==> src/rtl/i2cmbe_pkg.sv <==
// ----------------------------------------------------------------------------
// i2cmbe_pkg
// Shared types and constants for the I2C master byte engine.
// ----------------------------------------------------------------------------
package i2cmbe_pkg;

	localparam int unsigned QueueDepth = 2;
	localparam int unsigned QueuePtrW  = (QueueDepth > 1) ? $clog2(QueueDepth) : 1;
	localparam int unsigned QueueCntW  = $clog2(QueueDepth + 1);
	localparam logic [3:0]  BitsPerByte = 4'd8;

	typedef enum logic [2:0] {
		CMD_NONE  = 3'd0,
		CMD_START = 3'd1,
		CMD_STOP  = 3'd2,
		CMD_WRITE = 3'd3,
		CMD_READ  = 3'd4
	} cmd_t;

	typedef enum logic [4:0] {
		ST_IDLE  = 5'b00001,
		ST_START = 5'b00010,
		ST_STOP  = 5'b00100,
		ST_WRITE = 5'b01000,
		ST_READ  = 5'b10000
	} op_state_t;

	typedef struct packed {
		cmd_t       cmd;
		logic [7:0] tx_byte;
		logic       send_ack;
		logic       sda_in;
	} tick_t;

	typedef struct packed {
		logic       scl_level;
		logic       sda_level;
		logic       busy_res;
		logic       done_res;
		logic [7:0] rx_byte;
		logic       ack_seen;
	} res_t;

endpackage

==> src/rtl/i2cmbe_req_if.sv <==
// ----------------------------------------------------------------------------
// i2cmbe_req_if
// Tick channel into the engine: command and sampled SDA for one bus phase.
// ----------------------------------------------------------------------------
interface i2cmbe_req_if;
	logic       valid;
	logic       ready;
	logic [2:0] command;
	logic [7:0] tx_byte;
	logic       send_ack;
	logic       sda_in;

	modport source (output valid, output command, output tx_byte, output send_ack,
		output sda_in, input ready);
	modport sink (input valid, input command, input tx_byte, input send_ack,
		input sda_in, output ready);
endinterface

==> src/rtl/i2cmbe_rsp_if.sv <==
// ----------------------------------------------------------------------------
// i2cmbe_rsp_if
// Result channel out of the engine: line levels and status for one tick.
// ----------------------------------------------------------------------------
interface i2cmbe_rsp_if;
	logic       valid;
	logic       ready;
	logic       scl_level;
	logic       sda_level;
	logic       busy_res;
	logic       done_res;
	logic [7:0] rx_byte;
	logic       ack_seen;

	modport source (output valid, output scl_level, output sda_level, output busy_res,
		output done_res, output rx_byte, output ack_seen, input ready);
	modport sink (input valid, input scl_level, input sda_level, input busy_res,
		input done_res, input rx_byte, input ack_seen, output ready);
endinterface

==> src/rtl/i2c_master_byte_engine.sv <==
// ----------------------------------------------------------------------------
// i2c_master_byte_engine
// I2C master engine stepping one bus phase per tick transaction.
//
// req carries one tick: command (start, stop, write, read; taken when idle),
// tx_byte, send_ack and the sampled SDA level. rsp returns one transaction per
// tick with the SCL/SDA levels to drive, busy, done, rx_byte and ack_seen.
// Start and stop take 3 ticks, a byte write or read takes 18 ticks.
// Each tick passes through the two-entry tick queue and then the output
// register that the sequencer fills before rsp.valid rises.
// Throughput is one tick per cycle while rsp does not stall.
// Reset leaves the engine idle with both lines released and rx_byte zero.
// When rsp stalls the output register holds; the queue still takes up to
// two more ticks before req.ready drops.
// ----------------------------------------------------------------------------
module i2c_master_byte_engine
	import i2cmbe_pkg::*;
(
	input  logic clk,
	input  logic arst_n,
	i2cmbe_req_if.sink   req,
	i2cmbe_rsp_if.source rsp
);

	logic  q_valid;
	tick_t q_tick;
	logic  q_pop;

	i2cmbe_front u_front (
		.clk     (clk),
		.arst_n  (arst_n),
		.req     (req),
		.q_valid (q_valid),
		.q_tick  (q_tick),
		.q_pop   (q_pop)
	);

	i2cmbe_back u_back (
		.clk     (clk),
		.arst_n  (arst_n),
		.q_valid (q_valid),
		.q_tick  (q_tick),
		.q_pop   (q_pop),
		.rsp     (rsp)
	);

endmodule

==> src/rtl/i2cmbe_front.sv <==
// ----------------------------------------------------------------------------
// i2cmbe_front
// Accepts tick transactions, decodes the command code and queues the tick.
// ----------------------------------------------------------------------------
module i2cmbe_front
	import i2cmbe_pkg::*;
(
	input  logic   clk,
	input  logic   arst_n,
	i2cmbe_req_if.sink req,
	output logic   q_valid,
	output tick_t  q_tick,
	input  logic   q_pop
);

	tick_t                mem_q [QueueDepth];
	logic [QueuePtrW-1:0] wr_ptr_q;
	logic [QueuePtrW-1:0] rd_ptr_q;
	logic [QueueCntW-1:0] count_q;
	tick_t                tick_dec;
	logic                 push;

	always_comb begin
		tick_dec.tx_byte  = req.tx_byte;
		tick_dec.send_ack = req.send_ack;
		tick_dec.sda_in   = req.sda_in;
		case (req.command)
			CMD_START: tick_dec.cmd = CMD_START;
			CMD_STOP:  tick_dec.cmd = CMD_STOP;
			CMD_WRITE: tick_dec.cmd = CMD_WRITE;
			CMD_READ:  tick_dec.cmd = CMD_READ;
			default:   tick_dec.cmd = CMD_NONE;
		endcase
	end

	assign req.ready = (count_q != QueueCntW'(QueueDepth));
	assign push      = req.valid && req.ready;
	assign q_valid   = (count_q != '0);
	assign q_tick    = mem_q[rd_ptr_q];

	always_ff @(posedge clk) begin
		if (push) begin
			mem_q[wr_ptr_q] <= tick_dec;
		end
	end

	always_ff @(posedge clk or negedge arst_n) begin
		if (!arst_n) begin
			wr_ptr_q <= '0;
			rd_ptr_q <= '0;
			count_q  <= '0;
		end else begin
			if (push) begin
				wr_ptr_q <= (wr_ptr_q == QueuePtrW'(QueueDepth - 1)) ? '0
					: wr_ptr_q + QueuePtrW'(1);
			end
			if (q_pop) begin
				rd_ptr_q <= (rd_ptr_q == QueuePtrW'(QueueDepth - 1)) ? '0
					: rd_ptr_q + QueuePtrW'(1);
			end
			case ({push, q_pop})
				2'b10:   count_q <= count_q + QueueCntW'(1);
				2'b01:   count_q <= count_q - QueueCntW'(1);
				default: count_q <= count_q;
			endcase
		end
	end

endmodule

==> src/rtl/i2cmbe_back.sv <==
// ----------------------------------------------------------------------------
// i2cmbe_back
// Bus phase sequencer: runs one queued tick per cycle unless rsp stalls, and registers the result.
// ----------------------------------------------------------------------------
module i2cmbe_back
	import i2cmbe_pkg::*;
(
	input  logic   clk,
	input  logic   arst_n,
	input  logic   q_valid,
	input  tick_t  q_tick,
	output logic   q_pop,
	i2cmbe_rsp_if.source rsp
);

	op_state_t  op_q, op_n;
	logic [1:0] phase_q, phase_n;
	logic [3:0] bit_q, bit_n;
	logic [7:0] shift_q, shift_n;
	logic       scl_q, scl_n;
	logic       sda_q, sda_n;
	logic       ack_q, ack_n;
	logic       ats_q, ats_n;
	logic [7:0] rx_q, rx_n;
	logic       busy;
	logic       done;
	logic       out_valid_q;
	res_t       res_q;
	logic       more_bits;

	assign q_pop = q_valid && (!out_valid_q || rsp.ready);

	always_comb begin
		op_n    = op_q;
		phase_n = phase_q;
		bit_n   = bit_q;
		shift_n = shift_q;
		scl_n   = scl_q;
		sda_n   = sda_q;
		ack_n   = ack_q;
		ats_n   = ats_q;
		rx_n    = rx_q;
		busy    = 1'b0;
		done    = 1'b0;

		if (op_q == ST_IDLE) begin
			phase_n = 2'd0;
			bit_n   = 4'd0;
			case (q_tick.cmd)
				CMD_START: op_n = ST_START;
				CMD_STOP:  op_n = ST_STOP;
				CMD_WRITE: begin
					op_n    = ST_WRITE;
					shift_n = q_tick.tx_byte;
				end
				CMD_READ: begin
					op_n    = ST_READ;
					shift_n = 8'd0;
					ats_n   = q_tick.send_ack;
				end
				default: ;
			endcase
		end

		more_bits = (bit_n < BitsPerByte);

		case (op_n)
			ST_START: begin
				busy = 1'b1;
				if (phase_n == 2'd0) begin
					sda_n = 1'b1; scl_n = 1'b1; phase_n = 2'd1;
				end else if (phase_n == 2'd1) begin
					sda_n = 1'b0; scl_n = 1'b1; phase_n = 2'd2;
				end else begin
					sda_n = 1'b0; scl_n = 1'b0; done = 1'b1;
				end
			end
			ST_STOP: begin
				busy = 1'b1;
				if (phase_n == 2'd0) begin
					sda_n = 1'b0; scl_n = 1'b0; phase_n = 2'd1;
				end else if (phase_n == 2'd1) begin
					sda_n = 1'b0; scl_n = 1'b1; phase_n = 2'd2;
				end else begin
					sda_n = 1'b1; scl_n = 1'b1; done = 1'b1;
				end
			end
			ST_WRITE: begin
				busy = 1'b1;
				if (phase_n == 2'd0) begin
					scl_n = 1'b1;
					if (more_bits) begin
						sda_n = shift_n[7];
					end else begin
						sda_n = 1'b1;
						ack_n = q_tick.sda_in;
					end
					phase_n = 2'd1;
				end else begin
					scl_n = 1'b0;
					if (more_bits) begin
						shift_n = {shift_n[6:0], 1'b0};
						bit_n   = bit_n + 4'd1;
						phase_n = 2'd0;
					end else begin
						done = 1'b1;
					end
				end
			end
			ST_READ: begin
				busy = 1'b1;
				if (phase_n == 2'd0) begin
					scl_n = 1'b1;
					if (more_bits) begin
						sda_n   = 1'b1;
						shift_n = {shift_n[6:0], q_tick.sda_in};
					end else begin
						sda_n = ~ats_n;
					end
					phase_n = 2'd1;
				end else begin
					scl_n = 1'b0;
					if (more_bits) begin
						bit_n   = bit_n + 4'd1;
						phase_n = 2'd0;
					end else begin
						rx_n = shift_n;
						done = 1'b1;
					end
				end
			end
			default: ;
		endcase

		if (done) begin
			op_n    = ST_IDLE;
			phase_n = 2'd0;
			bit_n   = 4'd0;
		end
	end

	always_ff @(posedge clk or negedge arst_n) begin
		if (!arst_n) begin
			op_q        <= ST_IDLE;
			phase_q     <= 2'd0;
			bit_q       <= 4'd0;
			shift_q     <= 8'd0;
			scl_q       <= 1'b1;
			sda_q       <= 1'b1;
			ack_q       <= 1'b1;
			ats_q       <= 1'b0;
			rx_q        <= 8'd0;
			out_valid_q <= 1'b0;
		end else begin
			if (q_pop) begin
				op_q        <= op_n;
				phase_q     <= phase_n;
				bit_q       <= bit_n;
				shift_q     <= shift_n;
				scl_q       <= scl_n;
				sda_q       <= sda_n;
				ack_q       <= ack_n;
				ats_q       <= ats_n;
				rx_q        <= rx_n;
				out_valid_q <= 1'b1;
			end else if (rsp.ready) begin
				out_valid_q <= 1'b0;
			end
		end
	end

	always_ff @(posedge clk) begin
		if (q_pop) begin
			res_q.scl_level <= scl_n;
			res_q.sda_level <= sda_n;
			res_q.busy_res  <= busy;
			res_q.done_res  <= done;
			res_q.rx_byte   <= rx_n;
			res_q.ack_seen  <= ack_n;
		end
	end

	assign rsp.valid     = out_valid_q;
	assign rsp.scl_level = res_q.scl_level;
	assign rsp.sda_level = res_q.sda_level;
	assign rsp.busy_res  = res_q.busy_res;
	assign rsp.done_res  = res_q.done_res;
	assign rsp.rx_byte   = res_q.rx_byte;
	assign rsp.ack_seen  = res_q.ack_seen;

endmodule

==> src/flat_wrapper.sv <==
// flat-port wrapper written by rule: the top's interface ports become plain ports
module i2c_master_byte_engine_flat import i2cmbe_pkg::*;
  (clk, arst_n, req_valid, req_command, req_tx_byte, req_send_ack, req_sda_in, req_ready, rsp_valid, rsp_scl_level, rsp_sda_level, rsp_busy_res, rsp_done_res, rsp_rx_byte, rsp_ack_seen, rsp_ready);
  i2cmbe_req_if req_i ();
  i2cmbe_rsp_if rsp_i ();
  input  logic clk;
  input  logic arst_n;
  input wire logic [$bits(req_i.valid)-1:0] req_valid;
  input wire logic [$bits(req_i.command)-1:0] req_command;
  input wire logic [$bits(req_i.tx_byte)-1:0] req_tx_byte;
  input wire logic [$bits(req_i.send_ack)-1:0] req_send_ack;
  input wire logic [$bits(req_i.sda_in)-1:0] req_sda_in;
  output wire logic [$bits(req_i.ready)-1:0] req_ready;
  output wire logic [$bits(rsp_i.valid)-1:0] rsp_valid;
  output wire logic [$bits(rsp_i.scl_level)-1:0] rsp_scl_level;
  output wire logic [$bits(rsp_i.sda_level)-1:0] rsp_sda_level;
  output wire logic [$bits(rsp_i.busy_res)-1:0] rsp_busy_res;
  output wire logic [$bits(rsp_i.done_res)-1:0] rsp_done_res;
  output wire logic [$bits(rsp_i.rx_byte)-1:0] rsp_rx_byte;
  output wire logic [$bits(rsp_i.ack_seen)-1:0] rsp_ack_seen;
  input wire logic [$bits(rsp_i.ready)-1:0] rsp_ready;
  assign req_i.valid = req_valid;
  assign req_i.command = req_command;
  assign req_i.tx_byte = req_tx_byte;
  assign req_i.send_ack = req_send_ack;
  assign req_i.sda_in = req_sda_in;
  assign req_ready = req_i.ready;
  assign rsp_valid = rsp_i.valid;
  assign rsp_scl_level = rsp_i.scl_level;
  assign rsp_sda_level = rsp_i.sda_level;
  assign rsp_busy_res = rsp_i.busy_res;
  assign rsp_done_res = rsp_i.done_res;
  assign rsp_rx_byte = rsp_i.rx_byte;
  assign rsp_ack_seen = rsp_i.ack_seen;
  assign rsp_i.ready = rsp_ready;
  i2c_master_byte_engine u_core (.clk(clk), .arst_n(arst_n), .req(req_i), .rsp(rsp_i));
endmodule
==> config.mk <==
export PLATFORM = sky130hd
export DESIGN_NAME = i2c_master_byte_engine_flat
export DESIGN_NICKNAME = d
export VERILOG_FILES = /design/src/rtl/i2cmbe_pkg.sv /design/src/rtl/i2cmbe_req_if.sv /design/src/rtl/i2cmbe_rsp_if.sv /design/src/rtl/i2c_master_byte_engine.sv /design/src/rtl/i2cmbe_front.sv /design/src/rtl/i2cmbe_back.sv /design/src/flat_wrapper.sv
export SDC_FILE = /design/constraint.sdc
export NUM_CORES = 1
export LEC_CHECK = 0
export BUFFER_PORTS_ARGS = -buffer_cell sky130_fd_sc_hd__buf_2
export CAP_MARGIN = 20
export CORE_MARGIN = 2
export CORE_UTILIZATION = 55
export DETAILED_ROUTE_END_ITERATION = 10
export GPL_ROUTABILITY_DRIVEN = 0
export PLACE_DENSITY = 0.74
export SKIP_CTS_REPAIR_TIMING = 1
export SYNTH_ARGS = -nofsm -noshare
export SYNTH_HDL_FRONTEND = slang
export SYNTH_SLANG_ARGS = --single-unit
==> constraint.sdc <==
create_clock -name clk -period 3.09 [get_ports clk]
set_input_delay 0.1545 -clock clk [delete_from_list [all_inputs] [get_ports clk]]
set_output_delay 0.1545 -clock clk [all_outputs]
set_load 0.05 [all_outputs]
==> results of run 1 <==
-- worst min path at each step --
stage / startpoint / endpoint / slack (ps) / cells after the start
after floorplan: arst_n / u_core.u_back.ats_q$_DFFE_PN0P_ / -140 / 0
after global placement: arst_n / u_core.u_back.op_q[4]$_DFFE_PN0P_ / 310 / 1
after detailed placement: arst_n / u_core.u_back.op_q[1]$_DFFE_PN0P_ / 310 / 1
after CTS: arst_n / u_core.u_back.phase_q[0]$_DFFE_PN0P_ / -60 / 1
after global routing: req_tx_byte[7] / u_core.u_front.mem_q[1][9]$_DFFE_PP_ / 2 / 1
final: req_tx_byte[7] / u_core.u_front.mem_q[1][9]$_DFFE_PP_ / 3 / 1
-- placed cells by master (no fill, tap or decap), drive strengths merged, types with 2 or more instances in the layout --
cell type,netlist,final
buf,5,48
edfxtp,39,39
dfrtp,32,32
o21ai,25,25
nand2,22,22
mux2,22,22
mux2i,20,20
nor2,19,19
a21oi,12,12
dlygate4sd3,0,10
nor3,10,10
nand3,9,9
clkbuf,8,9
nand2b,6,6
inv,4,6
a31oi,5,5
and2,4,4
xnor2,4,4
dfstp,4,4
a211oi,4,4
nor4,4,4
o211ai,3,3
a41oi,3,3
a32o,3,3
ha,3,3
nor4b,3,3
clkinv,1,3
nor3b,3,3
nor2b,2,2
xor2,2,2
or3,2,2
or2,2,2
and3,2,2
a21o,2,2
clkinvlp,0,2
or4b,2,2
-- per-layer routing --
metal  wire [um]  global-route usage, %
met4         104                   8.37
met5           0                      0
met2        3470                   32.2
met3         267                   3.75
met1        3450                   29.6
-- worst max-delay path, delay by kind of cell (launching register included) --
family	cells	cell delay (ps)
simple gates	4	1180
mux	2	700
flops	1	510
compound gates	1	420
-- cell type report --
type,instances,area (um^2)
inverter,5,18.8
timing repair buffer,58,408
multi-input combinational,214,1550
sequential,75,2080
tap,77,96.3
clock inverter,7,75.1
fill,481,2080
clock buffer,9,124
-- power breakdown --
part	total [W]	switching, W	internal (W)
Combinational	0.00199	0.00123	0.000761
Sequential	0.00161	0.000199	0.00141
Clock	0.000754	0.000377	0.000377
-- registers in the layout, summed over array words and instances, names as in the netlist, 2 cells and up --
name / flops
u_core.u_front.mem_q: 26
u_core.u_back.rsp.rx_byte: 8
u_core.u_back.rx_q: 8
u_core.u_back.shift_q: 8
u_core.u_back.op_q: 5
u_core.u_back.bit_q: 4
u_core.u_back.phase_q: 2
u_core.u_front.count_q: 2
-- cell families after synthesis --
kind of cell | synth area share (%)
simple gates | 14.7
flops | 56.2
compound gates | 12.6
mux | 12.1
buf+inv | 1.96
xor+xnor | 1.42
fa+ha+maj | 1.02
-- per-stage QoR --
| step | area, um^2 | std cells | power, W | hold slack [ps] |
|---|---|---|---|---|
| 2_1_floorplan | 3700 | 307 | 0.00306 | -141 |
| 3_3_place_gp | 4010 | 417 | 0.00351 | 308 |
| 5_1_grt | 4350 | 445 | 0.00462 | 1.89 |
| 4_1_cts | 4210 | 433 | 0.00433 | -64.8 |
| 3_5_place_dp | 4010 | 417 | 0.00357 | 310 |
| 6_report | 4350 | 445 | 0.00435 | 2.73 |
==> metrics.cfg, run 1 <==
[worst_setup_path]
cp_slowest_stage_delay_ps = 580
path_cells = mux2i_1 > nor4_4 > or4b_1 > nor3_2 > nor3_1 > a2111o_1 > mux2_2
worstPathArrival_ps = 3160
r2r_slack_ps = 200
cpMaxStageDelayCell = or4b_1
crit_fanout = 14
cp.required_ps = 3360
end_kind = flop
endpoint = u_core.u_back.scl_q$_DFFE_PN1P_
path_class = reg2reg
timing.rr.end = u_core.u_back.scl_q$_DFFE_PN1P_
cp-startpoint = u_core.u_front.rd_ptr_q$_DFFE_PN0P_
rr_worst_depth = 7
startpoint_type = flop
timing.rr.start = u_core.u_front.rd_ptr_q$_DFFE_PN0P_

[detailed_routing]
ant_nets = 0
via_per_inst = 5.85
first_pass_iters = 4
wl_mm = 7.30
drc = 0
via_count = 2604
wl_per_cell_um = 16.4
drt_iter0_drc = 141

[clock_network]
clk_path_buf_depth = 2
cts_tree = built
clock-sinks = 75
cts_buffers = 9
clk_pin_slew_ps = 80
insertion_delay_ps = 350
cts_max_level = 3
cts-root-buf = clkbuf_8

[timing]
fmax_mhz = 346
grt_setup_unrepaired = false
post-route-min-period_ps = 2890
fin_ws_ps = 197
worst_clock_skew_ps = 13.3
worst-slew-pin-transition_ps = 849
slew_violations = 0
fin_crit_sh_pct = 93.6
relSlewSlack_pct = 43.4
setup_tns_ps = 0
hold_viol = 0
finalSetupViolCount = 0

[synth]
synth-seq-cells = 75
ys_types = 62
synth_common_cells = edfxtp_1 (39), dfrtp_1 (32), nand2_1 (22)
synth_area_leader_cell = edfxtp_1
ys.warnings.count = 0
avgSynthCellArea_um2 = 12.0
synthTopCellsByArea = edfxtp_1 (32%), dfrtp_1 (22%), mux2_2 (6.4%)
syn_nets = 327
ys_seq_area_share_pct = 56.2
synth_flop_cell = edfxtp_1
synth-async-reset-ratio_pct = 48.0
post-synth-top-count-cell = edfxtp_1
syn_inst = 307
synth_enable_flop_cells = 39
synth_top_cell_area_share_pct = 31.7
syn-cell-area_um2 = 3700

[placement]
dp_slack_ps = 116
hpwl_mm = 5.04
portBuffers = 31

[final_layout]
area_delta_synth_final_pct = 17.6
postLayoutCoreUtil_pct = 67.7
n_antenna_cell = 0
drive_gt1_share_pct = 27.7
layout.nets = 383

[outcome]
status = completed

[power_and_ir_drop]
power.density_nw_per_um2 = 1000
leakage_nw = 1.76
ir_drop_v = 0.000563

[floorplan]
pin_count = 32
start_util_pct = 57.5
die_area_um2 = 7390
die_w_um = 86.0
coreArea_um2 = 6420
rows = 29
die_h_um = 86.0

[global_routing]
grt_pass1_wl_mm = 11.8
grt_pass1_vias = 2403
globalRouteTotalUtil_pct = 20.9
antenna_found_initial = 0
overflow = 0
grt_max_degree = 38

[flow_run]
max_cap_viol_count = 0

[hold_path]
hp-class = in2reg

No activity file was read; power rests on OpenSTA's default activity.
==> run 2: changes to the inputs <==
--- a/config.mk
+++ b/config.mk
@@ -7,11 +7,11 @@
 export LEC_CHECK = 0
 export BUFFER_PORTS_ARGS = -buffer_cell sky130_fd_sc_hd__buf_2
 export CAP_MARGIN = 20
-export CORE_MARGIN = 2
-export CORE_UTILIZATION = 55
+export CORE_MARGIN = 8
+export CORE_UTILIZATION = 56
 export DETAILED_ROUTE_END_ITERATION = 10
 export GPL_ROUTABILITY_DRIVEN = 0
-export PLACE_DENSITY = 0.74
+export PLACE_DENSITY = 0.76
 export SKIP_CTS_REPAIR_TIMING = 1
 export SYNTH_ARGS = -nofsm -noshare
 export SYNTH_HDL_FRONTEND = slang
==> run 2 against run 1 <==
Critical path type unchanged. Worst setup slack better by 2.7 ps. Worst hold slack improved by 61 ps. Highest routed layer unchanged. Final cell count is 0.22% higher. Final area is 0.12% lower. Sequential power about the same. Maximum frequency barely moved. Sequential share of layout area about the same.
==> metrics.cfg, run 2 (synthesis gave the netlist of run 1 again) <==
[power_and_ir_drop]
power.density_nw_per_um2 = 987
power_w = 0.00429
leakage_nw = 1.76
ir_drop_v = 0.000585

[timing]
worst-slew-pin-transition_ps = 831
post-route-min-period_ps = 2890
fmax_mhz = 346
slew_violations = 0
fin_crit_sh_pct = 93.5
hold_viol = 0
fin_ws_ps = 200
grt_setup_unrepaired = false
finalSetupViolCount = 0
relSlewSlack_pct = 44.6
worst_clock_skew_ps = 12.5
setup_tns_ps = 0

[detailed_routing]
via_per_inst = 5.78
wl_mm = 7.19
ant_nets = 0
drt_iter0_drc = 165
drc = 0
first_pass_iters = 4
via_count = 2578
wl_per_cell_um = 16.1

[floorplan]
rows = 29
die_h_um = 97.2
start_util_pct = 57.9
die_w_um = 97.2
die_area_um2 = 9460
pin_count = 32
coreArea_um2 = 6390

[global_routing]
globalRouteTotalUtil_pct = 15.2
grt_pass1_vias = 2385
overflow = 0
antenna_found_initial = 0
grt_pass1_wl_mm = 11.8
grt_max_degree = 39

[hold_path]
hp-class = in2reg
min_from = rsp_ready

[worst_setup_path]
timing.rr.start = u_core.u_front.rd_ptr_q$_DFFE_PN0P_
cp.required_ps = 3370
startpoint_type = flop
crit_family = simple AND/OR/NAND/NOR gates
path_class = reg2reg
crit_fanout = 13
end_kind = flop
worstPathBufferInverterCount = 0
cp_slowest_stage_delay_ps = 590
worstPathArrival_ps = 3170
cpMaxStageDelayCell = dfrtp_1
cp-startpoint = u_core.u_front.rd_ptr_q$_DFFE_PN0P_
path_cells = mux2i_2 > nor4_4 > or4b_1 > nor3_2 > nor3_1 > a2111o_1 > mux2_2

[placement]
dp_slack_ps = 181
hpwl_mm = 4.90
dpl_cell_area_um2 = 4010
portBuffers = 31

[final_layout]
area_delta_synth_final_pct = 17.5
n_antenna_cell = 0
final_common_cell = edfxtp_1
layout.nets = 384
drive_gt1_share_pct = 27.6
final_area_um2 = 4340
layout_common_cells = edfxtp_1 (39), dfrtp_1 (32), buf_2 (31)
largest_register_ffs = 26
largest-register = u_core.u_front.mem_q

[clock_network]
clock-sinks = 75
cts_tree = built
clk_pin_slew_ps = 80
cts_max_level = 3
cts_buffers = 9
clk_path_buf_depth = 2
cts-root-buf = clkbuf_8
insertion_delay_ps = 350

[outcome]
status = completed

[flow_run]
max_cap_viol_count = 0

-- run 2: power by group --
part	leakage, nW	switching, W	total, W	internal, W
logic	0.831	0.00120	0.00194	0.000742
clock network	0.101	0.000364	0.000740	0.000376
registers	0.833	0.000201	0.00161	0.00141
-- run 2: through the flow --
stage | hold WS (ps) | std cells | util, %
final | 63.4 | 446 | 68.0
after CTS | -69.5 | 434 | 65.9
after global placement | 303 | 418 | 62.9
after detailed placement | 310 | 418 | 62.9
after global routing | 72.6 | 446 | 68.0
after floorplan | -141 | 307 | -
-- run 2: final timing paths --
check,depth (start not counted),endpoint,slack [ps]
worst min-delay path,3,u_core.u_back.rsp.valid$_DFFE_PN0P_,60
worst max register to register,7,u_core.u_back.scl_q$_DFFE_PN1P_,200
worst max-delay path,7,u_core.u_back.scl_q$_DFFE_PN1P_,200
max in group asynchronous,2,u_core.u_back.rx_q[7]$_DFFE_PN0P_,2130
min in group asynchronous,2,u_core.u_back.shift_q[6]$_DFFE_PN0P_,440
worst min register to register,2,u_core.u_back.shift_q[7]$_DFFE_PN0P_,500
-- run 2: layer usage --
layer / vias to the layer above / share of wire, % / global-route usage, %
met2: 56 / 45 / 21.8
met3: 9 / 5.7 / 4.77
met5: - / 0 / 0
met4: 0 / 1.5 / 6.64
li1: 1283 / - / -
met1: 1230 / 47 / 20.5
-- run 2: worst register-to-register path: stages, from the launching register on --
cell and delay, ps:
dfrtp_1 590, mux2i_2 390, nor4_4 80, or4b_1 570
nor3_2 400, nor3_1 120, a2111o_1 410, mux2_2 270
-- run 2: area by class of cell --
cell class / instances / area [um^2]
Fill cell: 466 / 2040
Clock inverter: 6 / 66.3
Timing Repair Buffer: 59 / 405
Inverter: 5 / 18.8
Sequential cell: 75 / 2080
Multi-Input combinational cell: 214 / 1550
Tap cell: 77 / 96.3
Clock buffer: 10 / 128
==> run 3: changes to the inputs <==
--- a/config.mk
+++ b/config.mk
@@ -5,13 +5,14 @@
 export SDC_FILE = /design/constraint.sdc
 export NUM_CORES = 1
 export LEC_CHECK = 0
+export ABC_AREA = 1
 export BUFFER_PORTS_ARGS = -buffer_cell sky130_fd_sc_hd__buf_2
 export CAP_MARGIN = 20
 export CORE_MARGIN = 8
 export CORE_UTILIZATION = 56
 export DETAILED_ROUTE_END_ITERATION = 10
 export GPL_ROUTABILITY_DRIVEN = 0
-export PLACE_DENSITY = 0.76
+export PLACE_DENSITY = 0.75
 export SKIP_CTS_REPAIR_TIMING = 1
 export SYNTH_ARGS = -nofsm -noshare
 export SYNTH_HDL_FRONTEND = slang
==> run 3 against run 2 <==
Worst hold slack lost 58 ps. Global-route usage grew 1.5 points. Routed wire length up 8.4%. Maximum frequency up 10%. Synthesized area up 5.6%. Critical endpoint is now u_core.u_back.shift_q[3]$_DFFE_PN0P_.
==> metrics.cfg, run 3 <==
[worst_setup_path]
endpoint = u_core.u_back.shift_q[3]$_DFFE_PN0P_
crit_fanout = 18
worstPathArrival_ps = 2910
cpMaxStageDelayCell = dfrtp_1
cp.required_ps = 3380
r2r_slack_ps = 470
cp_slowest_stage_delay_ps = 870
timing.rr.end = u_core.u_back.shift_q[3]$_DFFE_PN0P_
path_cells = nand2_1 > nand2_2 > nand2_2 > nor2_2 > nor2_4 > nand3_2 > nand2_4 > nor2_4 > nand2_2 > nand2_4 > nand2_1 > nand2_1 > nand2_1 > nand2_1
cpMostUsedCell = nand2_1
end_kind = flop
startpoint_type = flop
cp-startpoint = u_core.u_front.rd_ptr_q$_DFFE_PN0P_
rr_worst_depth = 14
path_class = reg2reg
timing.rr.start = u_core.u_front.rd_ptr_q$_DFFE_PN0P_

[global_routing]
antenna_found_initial = 0
grt_max_degree = 37
overflow = 0
grt_pass1_wl_mm = 13.4
grt_pass1_vias = 3034
globalRouteTotalUtil_pct = 16.7

[detailed_routing]
met3WireLength_um = 407
wl_met2_mm = 3.71
via_count = 3062
wl_met1_mm = 3.56
wl_mm = 7.79
highest_layer = met4
ant_nets = 0
via_per_inst = 5.25
first_pass_iters = 5
drc = 0
drt_iter0_drc = 194
wl_per_cell_um = 13.4

[floorplan]
die_area_um2 = 9890
die_w_um = 99.5
die_h_um = 99.5
start_util_pct = 57.7
pin_count = 32
rows = 30
coreArea_um2 = 6760

[clock_network]
cts_buffers = 9
cts_max_level = 3
clk_pin_slew_ps = 80
clock-sinks = 75
clk_path_buf_depth = 2
cts_tree = built
cts-root-buf = clkbuf_8
insertion_delay_ps = 350

[timing]
hold_viol = 0
setup_tns_ps = 0
relSlewSlack_pct = 44.4
worst_clock_skew_ps = 14.7
post-route-min-period_ps = 2620
worst-slew-pin-transition_ps = 834
slew_violations = 0
fin_ws_ps = 471
fin_crit_sh_pct = 84.7
fmax_mhz = 382
finalSetupViolCount = 0
grt_setup_unrepaired = false

[power_and_ir_drop]
seq_power_share_pct = 35.6
power.density_nw_per_um2 = 1020
p_clk_share_pct = 16.2
leakage_nw = 2.03
switchingPower_w = 0.00210
combPwrFrac_pct = 48.2
power_w = 0.00455
swShare_pct = 46.2
ir_drop_v = 0.000475
intPower_w = 0.00245

[outcome]
status = completed

[final_layout]
fillers = 573
final_common_cell = nand2_1
n_antenna_cell = 0
area_delta_synth_final_pct = 13.9
layout_common_cells = nand2_1 (153), nor2_1 (39), edfxtp_1 (39)
layout.nets = 518
drive_gt1_share_pct = 20.3
fin_cells = 583
largest_register_ffs = 26
largest-register = u_core.u_front.mem_q

[synth]
syn-cell-area_um2 = 3900
syn_inst = 450
synth-seq-cells = 75
ys_seq_area_share_pct = 53.2
synth_flop_cell = edfxtp_1
syn_nets = 470
synth-async-reset-ratio_pct = 48.0
avgSynthCellArea_um2 = 8.67
synth_area_leader_cell = edfxtp_1
ys.warnings.count = 0
synth_top_cell_area_share_pct = 30.0
synthTopCellsByArea = edfxtp_1 (30%), dfrtp_1 (21%), nand2_1 (15%)
ys_types = 32
post-synth-top-count-cell = nand2_1
synth_enable_flop_cells = 39
synth_common_cells = nand2_1 (153), edfxtp_1 (39), nor2_1 (39)

[flow_run]
max_cap_viol_count = 0

[placement]
portBuffers = 31
hpwl_mm = 5.52
dp_slack_ps = 478
placed_cells = 556

[hold_path]
hp-class = in2reg
min_from = rsp_ready

-- run 3: cell types whose count changed after synthesis, sizes merged, moves of 4 or more --
cell	change
nand2b	-6
a21oi	-4
nor4	-4
mux2i	-13
mux2	-22
a31oi	+4
a211oi	-4
nand3	+28
nand2	+149
nor3	-9
inv	+36
and2	-4
nor2	+35
-- run 3: cell type report --
type / count / area [um^2] / area share, %
multi-input cells: 324 / 1610 / 36.2
flip-flops and latches: 75 / 2080 / 46.7
clock inverters: 6 / 66.3 / 1.49
repair buffers: 48 / 310 / 6.98
clock buffers: 10 / 128 / 2.87
inverters: 40 / 155 / 3.49
well taps: 80 / 100 / 2.25
-- run 3: worst min path at each step --
| stage | end | slack (ps) | depth (start not counted) |
|---|---|---|---|
| 5_1_grt | u_core.u_back.rsp.valid$_DFFE_PN0P_ | 20 | 2 |
| 6_report | u_core.u_back.rsp.valid$_DFFE_PN0P_ | 6 | 2 |
| 3_5_place_dp | u_core.u_back.ats_q$_DFFE_PN0P_ | 310 | 1 |
| 4_1_cts | u_core.u_back.op_q[2]$_DFFE_PN0P_ | -70 | 1 |
| 2_1_floorplan | u_core.u_back.ats_q$_DFFE_PN0P_ | -140 | 0 |
| 3_3_place_gp | u_core.u_back.ats_q$_DFFE_PN0P_ | 310 | 1 |
-- run 3: cells by family after synthesis --
logic type / synth area share (%)
buffers and inverters: 5.87
adder cells (fa/ha/maj): 0.962
AND/OR/NAND/NOR: 30.7
XOR/XNOR: 0.898
multiplexers: 1.80
AO/OA/AOI/OAI: 6.51
flip-flops: 53.2
-- run 3: stage by stage --
stage / util, % / cell area (um^2) / hold slack (ps)
global placement: 61.3 / 4140 / 311
global route: 65.8 / 4440 / 19.2
floorplan: - / 3900 / -141
finish: 65.8 / 4440 / 5.80
detailed placement: 61.3 / 4140 / 306
CTS: 64.1 / 4330 / -66.3
-- run 3: critical path: cells and delay by family, from the launching register on --
kind,cells,cell delay (ps)
flops,1,870
simple gates,14,1660
-- run 3: per-layer routing --
metal,track usage (%),up-vias
met5,0,-
met4,8.96,0
met3,4.05,11
met2,27.3,89
met1,19.9,1399
li1,-,1563
-- run 3: power groups by stage --
| stage | logic, W | clock network (W) | registers (W) |
|---|---|---|---|
| floorplan | 0.00154 | 0 | 0.00182 |
| global placement | 0.00213 | 0 | 0.00163 |
| detailed placement | 0.00218 | 0 | 0.00164 |
| CTS | 0.00219 | 0.000754 | 0.00162 |
| global route | 0.00246 | 0.000786 | 0.00166 |
| finish | 0.00219 | 0.000739 | 0.00162 |
